File: config.mk
export PLATFORM = sky130hd
export DESIGN_NAME = rc4_keystream_generator
export DESIGN_NICKNAME = d
export VERILOG_FILES = /design/src/rtl/rc4kg_pkg.sv /design/src/rtl/rc4kg_ctrl.sv /design/src/rtl/rc4kg_datapath.sv /design/src/rtl/rc4_keystream_generator.sv
export VERILOG_INCLUDE_DIRS = /design/src /design/src/rtl
export SDC_FILE = /design/constraint.sdc
export NUM_CORES = 2
export LEC_CHECK = 0
export BUFFER_PORTS_ARGS = -buffer_cell sky130_fd_sc_hd__buf_2
export CAP_MARGIN = 20
export CORE_UTILIZATION = 40
export CTS_CLUSTER_SIZE = 16
export DETAILED_ROUTE_END_ITERATION = 7
export SETUP_SLACK_MARGIN = 0.15
export SLEW_MARGIN = 20
export SYNTH_ARGS = -nofsm -noshare
export SYNTH_HDL_FRONTEND = slang
export SYNTH_SLANG_ARGS = --single-unit
File: constraint.sdc
create_clock -name i_clk -period 43.3 [get_ports i_clk]
set_input_delay 4.33 -clock i_clk [delete_from_list [all_inputs] [get_ports i_clk]]
set_output_delay 4.33 -clock i_clk [all_outputs]
set_load 0.02 [all_outputs]
File: src/rtl/rc4_keystream_generator_macros.svh
// ---------------------------------------------------------------------------
// RC4 keystream generator assertion macros
// Concurrent checks clocked on i_clk, quiet while i_rst_n is low.
// ---------------------------------------------------------------------------
`ifndef RC4_KEYSTREAM_GENERATOR_MACROS_SVH
`define RC4_KEYSTREAM_GENERATOR_MACROS_SVH

// same-cycle implication
`define RC4KG_ASSERT_NOW(lbl, ante, cons, msg) \
    lbl: assert property (@(posedge i_clk) disable iff (!i_rst_n) (ante) |-> (cons)) \
        else $error(msg);

// next-cycle implication
`define RC4KG_ASSERT_NEXT(lbl, ante, cons, msg) \
    lbl: assert property (@(posedge i_clk) disable iff (!i_rst_n) (ante) |=> (cons)) \
        else $error(msg);

`endif

File: src/rtl/rc4kg_pkg.sv
// ---------------------------------------------------------------------------
// rc4kg_pkg
// Shared types and constants of the RC4 keystream generator.
// ---------------------------------------------------------------------------
package rc4kg_pkg;

    localparam int KEY_BYTES_MAX_DEF = 256;
    localparam int PERM_AW           = 8;
    localparam int BYTE_W            = 8;
    localparam int COUNT_W           = 32;
    localparam int OUT_DATA_W        = BYTE_W + COUNT_W;
    localparam logic [COUNT_W-1:0] COUNT_LIMIT = 32'd4000000000;

    typedef enum logic [1:0] {
        KIND_LOAD  = 2'd0,
        KIND_GEN   = 2'd1,
        KIND_CLEAR = 2'd2
    } t_kind;

    typedef enum logic [3:0] {
        S_IDLE,
        S_INIT,
        S_K0, S_K1, S_K2, S_K3,
        S_G0, S_G1, S_G2, S_G3, S_G4, S_G5
    } t_state;

    typedef enum logic [2:0] {
        ADDR_N,
        ADDR_ACC_NEW,
        ADDR_ACC,
        ADDR_I_NEXT,
        ADDR_I,
        ADDR_J_NEXT,
        ADDR_J,
        ADDR_SUM
    } t_addr_sel;

    typedef enum logic [1:0] {
        WD_N,
        WD_RD,
        WD_A
    } t_wd_sel;

    typedef struct packed {
        logic      key_wr;
        logic      clear;
        logic      sched_start;
        logic      sched_done;
        logic      n_step;
        logic      pos_step;
        logic      acc_upd;
        logic      ld_a;
        logic      ld_b;
        logic      i_upd;
        logic      j_upd;
        logic      cnt_upd;
        logic      mem_rd;
        logic      mem_wr;
        t_addr_sel addr_sel;
        t_wd_sel   wd_sel;
        logic      out_load;
    } t_cmd;

    typedef struct packed {
        logic n_last;
        logic out_free;
    } t_stat;

endpackage

File: src/rtl/rc4kg_ctrl.sv
// ---------------------------------------------------------------------------
// rc4kg_ctrl
// Sequencer: key load, key schedule, keystream step and clear.
// ---------------------------------------------------------------------------
module rc4kg_ctrl (
    input  logic             i_clk,
    input  logic             i_rst_n,
    input  logic             i_valid,
    input  logic [1:0]       i_kind,
    input  logic             i_last,
    input  rc4kg_pkg::t_stat i_stat,
    output logic             o_ready,
    output rc4kg_pkg::t_cmd  o_cmd
);

    rc4kg_pkg::t_state r_state;
    rc4kg_pkg::t_state n_state;
    logic              w_take;

    assign w_take = i_valid && (r_state == rc4kg_pkg::S_IDLE);

    always_ff @(posedge i_clk) begin
        if (!i_rst_n) begin
            r_state <= rc4kg_pkg::S_IDLE;
        end else begin
            r_state <= n_state;
        end
    end

    always_comb begin
        n_state = r_state;
        unique case (r_state)
            rc4kg_pkg::S_IDLE: begin
                if (w_take) begin
                    priority case (i_kind)
                        rc4kg_pkg::KIND_LOAD: begin
                            if (i_last) begin
                                n_state = rc4kg_pkg::S_INIT;
                            end
                        end
                        rc4kg_pkg::KIND_GEN: n_state = rc4kg_pkg::S_G0;
                        default:             n_state = rc4kg_pkg::S_IDLE;
                    endcase
                end
            end
            rc4kg_pkg::S_INIT: begin
                if (i_stat.n_last) begin
                    n_state = rc4kg_pkg::S_K0;
                end
            end
            rc4kg_pkg::S_K0: n_state = rc4kg_pkg::S_K1;
            rc4kg_pkg::S_K1: n_state = rc4kg_pkg::S_K2;
            rc4kg_pkg::S_K2: n_state = rc4kg_pkg::S_K3;
            rc4kg_pkg::S_K3: begin
                n_state = i_stat.n_last ? rc4kg_pkg::S_IDLE : rc4kg_pkg::S_K0;
            end
            rc4kg_pkg::S_G0: n_state = rc4kg_pkg::S_G1;
            rc4kg_pkg::S_G1: n_state = rc4kg_pkg::S_G2;
            rc4kg_pkg::S_G2: n_state = rc4kg_pkg::S_G3;
            rc4kg_pkg::S_G3: n_state = rc4kg_pkg::S_G4;
            rc4kg_pkg::S_G4: n_state = rc4kg_pkg::S_G5;
            rc4kg_pkg::S_G5: begin
                if (i_stat.out_free) begin
                    n_state = rc4kg_pkg::S_IDLE;
                end
            end
            default: n_state = rc4kg_pkg::S_IDLE;
        endcase
    end

    always_comb begin
        o_cmd          = '0;
        o_cmd.addr_sel = rc4kg_pkg::ADDR_N;
        o_cmd.wd_sel   = rc4kg_pkg::WD_N;
        o_ready        = (r_state == rc4kg_pkg::S_IDLE);
        unique case (r_state)
            rc4kg_pkg::S_IDLE: begin
                if (w_take) begin
                    priority case (i_kind)
                        rc4kg_pkg::KIND_LOAD: begin
                            o_cmd.key_wr      = 1'b1;
                            o_cmd.sched_start = i_last;
                        end
                        rc4kg_pkg::KIND_CLEAR: o_cmd.clear = 1'b1;
                        default: ;
                    endcase
                end
            end
            rc4kg_pkg::S_INIT: begin
                // identity fill
                o_cmd.mem_wr = 1'b1;
                o_cmd.n_step = 1'b1;
            end
            rc4kg_pkg::S_K0: begin
                o_cmd.mem_rd = 1'b1;
            end
            rc4kg_pkg::S_K1: begin
                o_cmd.ld_a     = 1'b1;
                o_cmd.acc_upd  = 1'b1;
                o_cmd.mem_rd   = 1'b1;
                o_cmd.addr_sel = rc4kg_pkg::ADDR_ACC_NEW;
            end
            rc4kg_pkg::S_K2: begin
                o_cmd.ld_b   = 1'b1;
                o_cmd.mem_wr = 1'b1;
                o_cmd.wd_sel = rc4kg_pkg::WD_RD;
            end
            rc4kg_pkg::S_K3: begin
                o_cmd.mem_wr     = 1'b1;
                o_cmd.addr_sel   = rc4kg_pkg::ADDR_ACC;
                o_cmd.wd_sel     = rc4kg_pkg::WD_A;
                o_cmd.n_step     = 1'b1;
                o_cmd.pos_step   = 1'b1;
                o_cmd.sched_done = i_stat.n_last;
            end
            rc4kg_pkg::S_G0: begin
                o_cmd.i_upd    = 1'b1;
                o_cmd.mem_rd   = 1'b1;
                o_cmd.addr_sel = rc4kg_pkg::ADDR_I_NEXT;
            end
            rc4kg_pkg::S_G1: begin
                o_cmd.ld_a     = 1'b1;
                o_cmd.j_upd    = 1'b1;
                o_cmd.mem_rd   = 1'b1;
                o_cmd.addr_sel = rc4kg_pkg::ADDR_J_NEXT;
            end
            rc4kg_pkg::S_G2: begin
                o_cmd.ld_b     = 1'b1;
                o_cmd.mem_wr   = 1'b1;
                o_cmd.addr_sel = rc4kg_pkg::ADDR_I;
                o_cmd.wd_sel   = rc4kg_pkg::WD_RD;
            end
            rc4kg_pkg::S_G3: begin
                o_cmd.mem_wr   = 1'b1;
                o_cmd.addr_sel = rc4kg_pkg::ADDR_J;
                o_cmd.wd_sel   = rc4kg_pkg::WD_A;
                o_cmd.cnt_upd  = 1'b1;
            end
            rc4kg_pkg::S_G4: begin
                o_cmd.mem_rd   = 1'b1;
                o_cmd.addr_sel = rc4kg_pkg::ADDR_SUM;
            end
            rc4kg_pkg::S_G5: begin
                o_cmd.out_load = i_stat.out_free;
            end
            default: ;
        endcase
    end

endmodule

File: src/rtl/rc4kg_datapath.sv
// ---------------------------------------------------------------------------
// rc4kg_datapath
// Permutation memory with valid bits, key memory, indexes, counter, output.
// ---------------------------------------------------------------------------
`include "rc4_keystream_generator_macros.svh"

module rc4kg_datapath #(
    parameter int KEY_BYTES_MAX = rc4kg_pkg::KEY_BYTES_MAX_DEF
) (
    input  logic                             i_clk,
    input  logic                             i_rst_n,
    input  rc4kg_pkg::t_cmd                  i_cmd,
    input  logic [rc4kg_pkg::BYTE_W-1:0]     i_key_byte,
    input  logic                             i_out_ready,
    output rc4kg_pkg::t_stat                 o_stat,
    output logic                             o_out_valid,
    output logic [rc4kg_pkg::OUT_DATA_W-1:0] o_out_data
);

    localparam int PERM_DEPTH = 1 << rc4kg_pkg::PERM_AW;
    localparam int KIDX_W     = (KEY_BYTES_MAX > 1) ? $clog2(KEY_BYTES_MAX) : 1;
    localparam int LEN_W      = $clog2(KEY_BYTES_MAX + 1);

    typedef logic [rc4kg_pkg::BYTE_W-1:0] t_byte;

    // permutation memory, single port
    t_byte                         r_perm [PERM_DEPTH];
    logic [PERM_DEPTH-1:0]         r_valid;
    t_byte                         r_rd_data;
    logic                          r_rd_val;
    // key memory
    t_byte                         r_key_mem [KEY_BYTES_MAX];
    t_byte                         r_key_q;
    logic [LEN_W-1:0]              r_klen;
    logic [KIDX_W-1:0]             r_pos;
    // schedule and output-stage registers
    logic [rc4kg_pkg::PERM_AW-1:0] r_n;
    t_byte                         r_acc;
    t_byte                         r_i;
    t_byte                         r_j;
    t_byte                         r_a;
    t_byte                         r_b;
    logic [rc4kg_pkg::COUNT_W-1:0] r_count;
    logic                          r_out_valid;
    logic [rc4kg_pkg::OUT_DATA_W-1:0] r_out_data;

    t_byte                         w_rd;
    t_byte                         w_acc_new;
    logic [rc4kg_pkg::PERM_AW-1:0] w_addr;
    t_byte                         w_wd;
    logic                          w_key_room;
    logic [LEN_W-1:0]              w_pos_inc;
    logic                          w_out_free;

    // entries not written since reset or clear read as zero
    assign w_rd       = r_rd_val ? r_rd_data : '0;
    assign w_acc_new  = t_byte'(r_acc + w_rd + r_key_q);
    assign w_key_room = (r_klen < LEN_W'(KEY_BYTES_MAX));
    assign w_pos_inc  = LEN_W'(r_pos) + LEN_W'(1);
    assign w_out_free = !r_out_valid || i_out_ready;

    always_comb begin
        unique case (i_cmd.addr_sel)
            rc4kg_pkg::ADDR_N:       w_addr = r_n;
            rc4kg_pkg::ADDR_ACC_NEW: w_addr = w_acc_new;
            rc4kg_pkg::ADDR_ACC:     w_addr = r_acc;
            rc4kg_pkg::ADDR_I_NEXT:  w_addr = t_byte'(r_i + t_byte'(1));
            rc4kg_pkg::ADDR_I:       w_addr = r_i;
            rc4kg_pkg::ADDR_J_NEXT:  w_addr = t_byte'(r_j + w_rd);
            rc4kg_pkg::ADDR_J:       w_addr = r_j;
            rc4kg_pkg::ADDR_SUM:     w_addr = t_byte'(r_a + r_b);
            default:                 w_addr = r_n;
        endcase
    end

    always_comb begin
        unique case (i_cmd.wd_sel)
            rc4kg_pkg::WD_N:  w_wd = r_n;
            rc4kg_pkg::WD_RD: w_wd = w_rd;
            rc4kg_pkg::WD_A:  w_wd = r_a;
            default:          w_wd = r_n;
        endcase
    end

    // memories
    always_ff @(posedge i_clk) begin
        if (i_cmd.mem_wr) begin
            r_perm[w_addr] <= w_wd;
        end
        if (i_cmd.mem_rd) begin
            r_rd_data <= r_perm[w_addr];
        end
    end

    always_ff @(posedge i_clk) begin
        if (i_cmd.key_wr && w_key_room) begin
            r_key_mem[r_klen[KIDX_W-1:0]] <= i_key_byte;
        end
        r_key_q <= r_key_mem[r_pos];
    end

    // payload registers
    always_ff @(posedge i_clk) begin
        if (i_cmd.sched_start) begin
            r_n   <= '0;
            r_acc <= '0;
            r_pos <= '0;
        end else begin
            if (i_cmd.n_step) begin
                r_n <= r_n + 1'b1;
            end
            if (i_cmd.acc_upd) begin
                r_acc <= w_acc_new;
            end
            if (i_cmd.pos_step) begin
                r_pos <= (w_pos_inc >= r_klen) ? '0 : w_pos_inc[KIDX_W-1:0];
            end
        end
        if (i_cmd.ld_a) begin
            r_a <= w_rd;
        end
        if (i_cmd.ld_b) begin
            r_b <= w_rd;
        end
        if (i_cmd.out_load) begin
            r_out_data <= {r_count, w_rd};
        end
    end

    // control state
    always_ff @(posedge i_clk) begin
        if (!i_rst_n) begin
            r_valid     <= '0;
            r_rd_val    <= 1'b0;
            r_klen      <= '0;
            r_i         <= '0;
            r_j         <= '0;
            r_count     <= '0;
            r_out_valid <= 1'b0;
        end else begin
            if (i_cmd.clear) begin
                r_valid <= '0;
            end else if (i_cmd.mem_wr) begin
                r_valid[w_addr] <= 1'b1;
            end
            if (i_cmd.mem_rd) begin
                r_rd_val <= r_valid[w_addr];
            end

            if (i_cmd.sched_done) begin
                r_klen <= '0;
            end else if (i_cmd.key_wr && w_key_room) begin
                r_klen <= r_klen + 1'b1;
            end

            if (i_cmd.clear || i_cmd.sched_done) begin
                r_i     <= '0;
                r_j     <= '0;
                r_count <= '0;
            end else begin
                if (i_cmd.i_upd) begin
                    r_i <= r_i + 1'b1;
                end
                if (i_cmd.j_upd) begin
                    r_j <= t_byte'(r_j + w_rd);
                end
                if (i_cmd.cnt_upd) begin
                    r_count <= (r_count < rc4kg_pkg::COUNT_LIMIT - 1'b1)
                             ? r_count + 1'b1 : rc4kg_pkg::COUNT_LIMIT;
                end
            end

            if (i_cmd.out_load) begin
                r_out_valid <= 1'b1;
            end else if (i_out_ready) begin
                r_out_valid <= 1'b0;
            end
        end
    end

    assign o_stat.n_last   = (r_n == '1);
    assign o_stat.out_free = w_out_free;
    assign o_out_valid     = r_out_valid;
    assign o_out_data      = r_out_data;

    `RC4KG_ASSERT_NOW(a_cnt_limit, 1'b1, r_count <= rc4kg_pkg::COUNT_LIMIT, "count past limit")
    `RC4KG_ASSERT_NOW(a_klen_max, 1'b1, r_klen <= LEN_W'(KEY_BYTES_MAX), "key length overflow")
    `RC4KG_ASSERT_NOW(a_out_ovr, i_cmd.out_load, !r_out_valid || i_out_ready, "result overwritten")
    `RC4KG_ASSERT_NEXT(a_clr_idx, i_cmd.clear, r_count == '0 && r_i == '0 && r_j == '0, "clear missed")

endmodule

File: src/rtl/rc4_keystream_generator.sv
// Generate: the i/j/sum reads and the swap share one memory port in S_G0 to S_G4; S_G5 loads the
//   output register once it is free, and no new beat is taken until the block is idle again.
// Key load: one byte per cycle. Final key byte: 256-entry identity fill, then 256 steps.
// Clear: the table valid bits drop at once.
// Reset (i_rst_n low, synchronous): table reads as zeros, indexes, count and key length zero.
// ---------------------------------------------------------------------------
// rc4_keystream_generator
// RC4 keystream generator: key load, key schedule, byte generation, clear.
// ---------------------------------------------------------------------------
//
// Input beat: s_axis_tuser = kind (0 load key byte, 1 generate, 2 clear,
// 3 ignored), s_axis_tdata = key byte, s_axis_tlast = final key byte.
// Output beat (generate only): keystream byte and saturating byte count.
//
// The controller sequences one item at a time; the datapath holds a
// 256 x 8 single-port permutation memory whose entries carry valid bits so
// that reset and clear make it read as zeros at once. The key schedule
// first writes the identity, then runs each step in S_K0 to S_K3: read S[n]
// and the key byte, read S[acc], write S[n], write S[acc]. A result waits in
// the output register while the next beat is accepted; a second result
// stalls until the first is taken.
module rc4_keystream_generator #(
    parameter int KEY_BYTES_MAX = rc4kg_pkg::KEY_BYTES_MAX_DEF
) (
    input  logic                             i_clk,
    input  logic                             i_rst_n,
    input  logic                             s_axis_tvalid,
    output logic                             s_axis_tready,
    input  logic [7:0]                       s_axis_tdata,  // [7:0] key_byte
    input  logic                             s_axis_tlast,  // key_last
    input  logic [1:0]                       s_axis_tuser,  // [1:0] kind
    output logic                             m_axis_tvalid,
    input  logic                             m_axis_tready,
    // [7:0] keystream_byte, [39:8] bytes_given
    output logic [rc4kg_pkg::OUT_DATA_W-1:0] m_axis_tdata
);

    rc4kg_pkg::t_cmd  w_cmd;
    rc4kg_pkg::t_stat w_stat;

    rc4kg_ctrl u_ctrl (
        .i_clk   (i_clk),
        .i_rst_n (i_rst_n),
        .i_valid (s_axis_tvalid),
        .i_kind  (s_axis_tuser),
        .i_last  (s_axis_tlast),
        .i_stat  (w_stat),
        .o_ready (s_axis_tready),
        .o_cmd   (w_cmd)
    );

    rc4kg_datapath #(
        .KEY_BYTES_MAX (KEY_BYTES_MAX)
    ) u_datapath (
        .i_clk       (i_clk),
        .i_rst_n     (i_rst_n),
        .i_cmd       (w_cmd),
        .i_key_byte  (s_axis_tdata),
        .i_out_ready (m_axis_tready),
        .o_stat      (w_stat),
        .o_out_valid (m_axis_tvalid),
        .o_out_data  (m_axis_tdata)
    );

endmodule

======== Yosys cells after proc, flatten, opt, wreduce, memory -nomap -nowiden ========
Memory sizes are Yosys's and may differ from the RTL's. A register that Yosys moved wholly into a read port is not among the register bits.
Cells that the tools add are included.
W data, S select, Z words.
word-level totals
  register bits ........................... 399
  latch bits .............................. 0
  bits in writable memories ............... 4096
  memory bits (read-only) ................. 0
  input port bits ......................... 15
  output and inout bits ................... 42
  logic and storage cells ................. 120
  memories ................................ 2
memory list
  memory                depth  bits a word  rd ports  clocked after memory_dff  write ports  RTL line              text
  u_datapath.r_key_mem  256    8            1         1                         1            rc4kg_datapath.sv:32  t_byte r_key_mem [KEY_BYTES_MAX];
  u_datapath.r_perm     256    8            1         1                         1            rc4kg_datapath.sv:27  t_byte r_perm [PERM_DEPTH];
cells by class
  $add $sub $neg .......................... 9
  multiply operators ...................... 0
  div/mod/pow operators ................... 0
  magnitude comparators ................... 5
  equality and inequality tests ........... 27
  shifts and indexed selects .............. 0
  muxes and demuxes ....................... 41
  bitwise logic cells ..................... 2
  reduce and logical (&&, ||, !) cells .... 20
operators with widths
  operator                 count
  $or A256 B256 Y256       1
  $pmux W8 S8              1
  $pmux W4 S12             1
  $add A32 B1 Y32 const B  1
  $add A8 B8 Y8            4
  $lt A32 B32 Y1 const B   1
  $mux W32                 1
  $mux W1                  23
  $pmux W3 S7              1
  $add A8 B1 Y8 const B    2
  $eq A4 B3 Y1 const B     4
  $eq A4 B4 Y1 const B     4
  $mux W4                  4
  $mux W8                  2
  $pmux W8 S2              1
  $reduce_or A2 Y1         7
  $eq A3 B3 Y1 const B     4
  $reduce_or A5 Y1         2
  $add A8 B1 Y9 const B    1
  $add A9 B1 Y9 const B    1
  $ge A9 B9 Y1             1
  $lt A8 B9 Y1 const B     1
  $lt A9 B9 Y1 const B     1
  $bmux W1 S8              1
  24 further kinds         34

======== Depth between registers and ports, before layout ========
  depth in word-level cells ............... 9
  gate-level depth with buffers ........... 20
  mapped depth without buffers ............ 16

======== By module ========
Synthesis repeated with hierarchy kept, for this count alone.
second synthesis, totals
  cells, all modules ...................... 11333
  area total of the unflattened synthesis .. 179726.1 um^2
modules (own cells, without submodules)
  module          instances  cells an instance  area each (um^2)  sequential area each (um^2)
  rc4kg_datapath  1          11263              179216.9          131866.5
  rc4kg_ctrl      1          70                 509.2             80.1

======== Least setup slack after synthesis ========
No wires, ideal clock.
  kind .................................... reg-to-reg
  from .................................... register u_ctrl.r_state[1]
  to ...................................... memory u_datapath.r_perm[0][1] (netlist bit) (data pin)
  setup time .............................. 2.187 ns
  data arrival time ....................... 11.910 ns
  data required time ...................... 41.113 ns
  slack ................................... 29.203 ns
  cell stages (with the launch flop) ...... 10
  path buffers ............................ 4
  period minus slack after synthesis ...... 14.097 ns
  cells stage by stage .................... dfxtp_1 -> buf_6 -> buf_4 -> buf_2 -> nor2_1 -> nand2_1 -> nand2_1 -> ha_1 -> clkbuf_1 -> o21ai_0
between the ends
  cells in the longest elaborated chain, start to end .. 5
  elaborated cells on any way between the ends .. 10
  classes of those cells .................. 6 x eq/ne; 2 x mux; 2 x reduce/logical
RTL lines
  item                                                 RTL line              text
  start, declared                                      rc4kg_ctrl.sv:16      rc4kg_pkg::t_state r_state;
  start signal, assigned                               rc4kg_ctrl.sv:24      r_state <= rc4kg_pkg::S_IDLE;
  start signal, assigned                               rc4kg_ctrl.sv:26      r_state <= n_state;
  $eq A4 B3 Y1 / $eq A4 B4 Y1 (equally long branches)  rc4kg_ctrl.sv:76      unique case (r_state)
  $reduce_or A2 Y1 (no line)                           --
  $pmux W2 S2 *                                        rc4kg_ctrl.sv:76
  $eq A2 B2 Y1 / $eq A2 B1 Y1 (equally long branches)  rc4kg_datapath.sv:77  unique case (i_cmd.wd_sel)
  $pmux W8 S2 *                                        rc4kg_datapath.sv:77
  named net u_datapath.w_wd[1]                         rc4kg_datapath.sv:50  t_byte w_wd;
  end, declared                                        rc4kg_datapath.sv:27
The timed path passes the listed nets; every way through them passes the cells marked *.

======== Final worst setup path ========
  from .................................... register u_datapath.r_rd_val
  to ...................................... register u_datapath.r_rd_data[6], read port of u_datapath.r_perm (data pin)
between the ends
  cells in the longest elaborated chain, start to end .. 4
  elaborated cells on any way between the ends .. 5
  classes of those cells .................. 3 x add/sub; 2 x mux
RTL lines
  item                               RTL line               text
  start, declared                    rc4kg_datapath.sv:30   logic r_rd_val;
  start signal, assigned             rc4kg_datapath.sv:147  r_rd_val <= r_valid[w_addr];
  $mux W8                            rc4kg_datapath.sv:56   assign w_rd = r_rd_val ? r_rd_data : '0;
  named net u_datapath.w_rd[0]       rc4kg_datapath.sv:47   t_byte w_rd;
  $add A8 B8 Y8 (2 in series)        rc4kg_datapath.sv:57   assign w_acc_new = t_byte'(r_acc + w_rd + r_key_q);
  named net u_datapath.w_acc_new[0]  rc4kg_datapath.sv:48   t_byte w_acc_new;
  $pmux W8 S8                        rc4kg_datapath.sv:63   unique case (i_cmd.addr_sel)
  end, declared                      rc4kg_datapath.sv:29   t_byte r_rd_data;
The timed path passes the listed nets, and every way through them passes these cells.
A chain may end at the register's enable or synchronous reset.

==> reports/results.tsv <==
stage	metric	value	unit
cells_and_area	area_growth	11.3	%
die	dieArea	451000	sq um
setup_path	critical_path_class	reg2reg	
timing	drv_slew	0	
global_route	gr-total-overflow	0	
routing	dr_total_vias	102807	
setup_path	cp.required	44.04	ns
clocking	cts_tree	done	
clocking	post_cts_resized	0	
timing	fin_crit_sh	0.197	
synth	synth.most_common_cell	edfxtp_1	
die	start_util	0.402	
die	pin_count	57	
timing	tightest_slew	1.31	ns
synth	netlist_area	179000	sq um
timing	slew-limit-headroom	0.127	
job	cap_violations	0	
timing	fin_crit	8.54	ns
cells_and_area	drive_above_1_share	0.144	
synth	synth_top_area_cell	edfxtp_1	
setup_path	path_buf_inv	6	
routing	drc	0	
cells_and_area	final_nets	11269	
pwr	power_density	71.7	nW/um^2
clocking	h-tree-depth	5	
clocking	insertion_delay	1.01	ns
synth	syn-instance-count	11285	
pwr	ir_drop	0.000142	V
synth	ys_ff_latch	4511	
synth	syn_avg_cell_area	15.9	sq um
die	fp.dieW	671	um
synth	synth_cell_types	93	
clocking	numCtsBuffers	426	
synth	synthFlopType	edfxtp_1	
synth	synth-edff-count	4160	
cells_and_area	final_util	0.447	
setup_path	cp_slowest_cell	buf_4	
synth	synth_area_leaders	edfxtp_1, mux4_2, nand2_1	
clocking	cts_root_buf	clkbuf_16	
pwr	power.leakage	62.9	nW
die	die_y	671	um
clocking	ctsLongestPathBuffers	4	
clocking	cts_setup_buffers	0	
global_route	grt_pass1_vias	100062	
synth	synthArstFlopShare	0	
timing	fin_skew	0.0446	ns
synth	ys_top_cells_by_count	edfxtp_1, nand2_1, mux4_2, nor2_1, nand3_1	
routing	ant_nets	0	
setup_path	max_stage_delay	0.69	ns
setup_path	crit_chain	and2_1 > fa_1 > nand3b_1 > a21oi_2 > o22ai_4 > buf_4 > buf_4 > and2_4 > buf_4 > buf_4 > buf_4 > buf_4 > nand3_1 > a311oi_1 > a311oi_1 > o21ai_0 > o2111ai_1 > or4_1	
cells_and_area	finish.instance_area	199000	sq um
setup_path	path_max_fanout	56	
synth	seq_area_frac_synth	0.736	
routing	routed_via_density	5.87	
setup_path	startpoint_type	flop	
synth	synth_warnings	0	
timing	hold_viol	0	
setup_path	crit_top_cell	buf_4	
placement	dp_hpwl	291000	um
global_route	grt_pass1_wl	716000	um
global_route	grt_max_degree	180	
global_route	grtUsageTotal	0.214	
clocking	cts.sinks	4511	
placement	port-buffer-count	56	
timing	fin_setup_tns	0	ns
clocking	ctsHoldBuffers	0	
setup_path	critPathLaunch	u_datapath.r_rd_val	
timing	rsz0062_at_grt	no	
hold_path	hold_start	u_datapath.r_valid[2]	
die	core	446000	sq um
timing	setup_viol	0	
setup_path	r2r-start	u_datapath.r_rd_val	
placement	place_congestion	0.880	
routing	wl	494000	um
routing	firstDrtPassIters	6	
clocking	path_clk_slew	0.06	ns
setup_path	critPathTopFamily	buffers and inverters	
hold_path	min-delay-path-class	reg2reg	
timing	max_freq	0.117	GHz
outcome	status	finished clean	
setup_path	cp.arrival	9.28	ns
setup_path	end_kind	flop	
cells_and_area	nFillCells	38439	
die	row_count	245	
global_route	antenna_found_initial	14	
timing	hold_slack	0.455	ns
synth	yosysTopAreaCellShare	0.697	
synth	syn-num-nets	11349	
placement	place_area	185000	sq um
routing	wl_per_cell	28.2	um
routing	dr.first_iter.drc_count	13167	
## where the power goes
| group | leakage (nW) | internal [W] | switching [W] |
|---|---|---|---|
| Combinational | 15.7 | 0.00149 | 0.00377 |
| Clock | 6.79 | 0.00211 | 0.00163 |
| Sequential | 40.5 | 0.00522 | 0.0000849 |
## state kept, by name (all words and copies together) (netlist names)
| signal | count |
|---|---|
| u_datapath.r_perm | 2048 |
| u_datapath.r_b | 8 |
| u_datapath.r_rd_data | 8 |
| u_datapath.r_a | 8 |
| u_datapath.o_out_data | 40 |
| u_datapath.r_count | 32 |
| u_datapath.r_klen | 9 |
| u_datapath.r_i | 8 |
| u_datapath.r_rd_val | 1 |
| u_datapath.r_pos | 8 |
| u_ctrl.r_state | 4 |
| u_datapath.r_valid | 256 |
| u_datapath.r_j | 8 |
| u_datapath.o_out_valid | 1 |
| u_datapath.r_key_mem | 2048 |
| u_datapath.r_acc | 8 |
| u_datapath.r_n | 8 |
| u_datapath.r_key_q | 8 |
## logic make-up (layout without fill, tap and decap cells)
logic type               after synthesis  after routing  share of synthesized area
AND/OR/NAND/NOR                     3795           3795                     0.0908
XOR/XNOR                              75             75                    0.00367
adder cells (fa/ha/maj)               50             50                    0.00390
AO/OA/AOI/OAI                       1304           1304                     0.0546
multiplexers                         737            737                     0.0887
buffers and inverters                813           1101                     0.0220
other                                  0              8                          0
flip-flops                          4511           4511                      0.736
## final timing paths
path	slack, ns	to	depth (start not counted)
worst max register to register	34.76	u_datapath.r_rd_data[6]	18
worst min-delay path	0.46	u_datapath.r_valid[2]	1
worst max-delay path	34.76	u_datapath.r_rd_data[6]	18
worst min register to register	0.46	u_datapath.r_valid[2]	1
## routing by layer
metal | global-route usage | up-vias | share of wire
met5 | 0 | - | 0.00012
met4 | 0.0929 | 8 | 0.048
met3 | 0.0353 | 940 | 0.084
met2 | 0.337 | 5078 | 0.47
met1 | 0.294 | 53157 | 0.40
li1 | - | 43624 | -
## layout by cell type (no fill, tap or decap), types with 12 or more instances in the layout
master / n
a211oi_1: 243
a21oi_1: 79
a221oi_1: 12
a22oi_1: 18
a311oi_1: 327
a31oi_1: 175
a32oi_1: 20
and3_1: 269
buf_12: 24
buf_2: 48
buf_4: 193
bufinv_16: 38
clkbuf_1: 98
clkbuf_16: 433
clkbuf_8: 32
clkinv_1: 73
clkinv_2: 82
clkinvlp_4: 18
dfxtp_1: 345
edfxtp_1: 4160
ha_1: 39
inv_1: 22
inv_6: 13
mux2i_1: 55
mux4_2: 681
nand2_1: 2045
nand2b_1: 20
nand3_1: 611
nand4_1: 37
nor2_1: 636
nor3_1: 55
nor4_1: 21
o21a_1: 259
o21ai_0: 44
o22ai_1: 18
xnor2_1: 42
xor2_1: 33
## per-stage QoR
| step | total power, W | worst slack [ns] | instances |
|---|---|---|---|
| 2_1_floorplan | 0.00885 | 29.20 | 11285 |
| 5_1_grt | 0.0148 | 34.56 | 17504 |
| 3_5_place_dp | 0.0106 | 34.96 | 16700 |
| 3_3_place_gp | 0.0105 | 34.98 | 16699 |
| 6_report | 0.0143 | 34.76 | 17509 |
| 4_1_cts | 0.0143 | 35.01 | 17496 |
## layout make-up
class	instances	area, sq um	share of cell area
antenna	8	20.0	0.000100
clock buffer	555	11500	0.0578
clock inverter	241	2340	0.0117
inverter	24	90.1	0.000452
multi-input combinational	5961	43700	0.219
sequential	4511	132000	0.662
tap	5928	7420	0.0372
timing repair buffer	281	2410	0.0121
## worst reg2reg max path: stages, from the launching register on
cell       delay, ns
dfxtp_1         0.43
and2_1          0.61
fa_1            0.56
nand3b_1        0.13
a21oi_2         0.08
o22ai_4         0.27
buf_4           0.49
buf_4           0.53
and2_4          0.61
buf_4           0.50
buf_4           0.58
buf_4           0.75
buf_4           0.64
nand3_1         0.18
a311oi_1        0.37
a311oi_1        0.14
o21ai_0         0.63
o2111ai_1       0.23
or4_1           0.55
No activity file was read; power rests on OpenSTA's default activity.
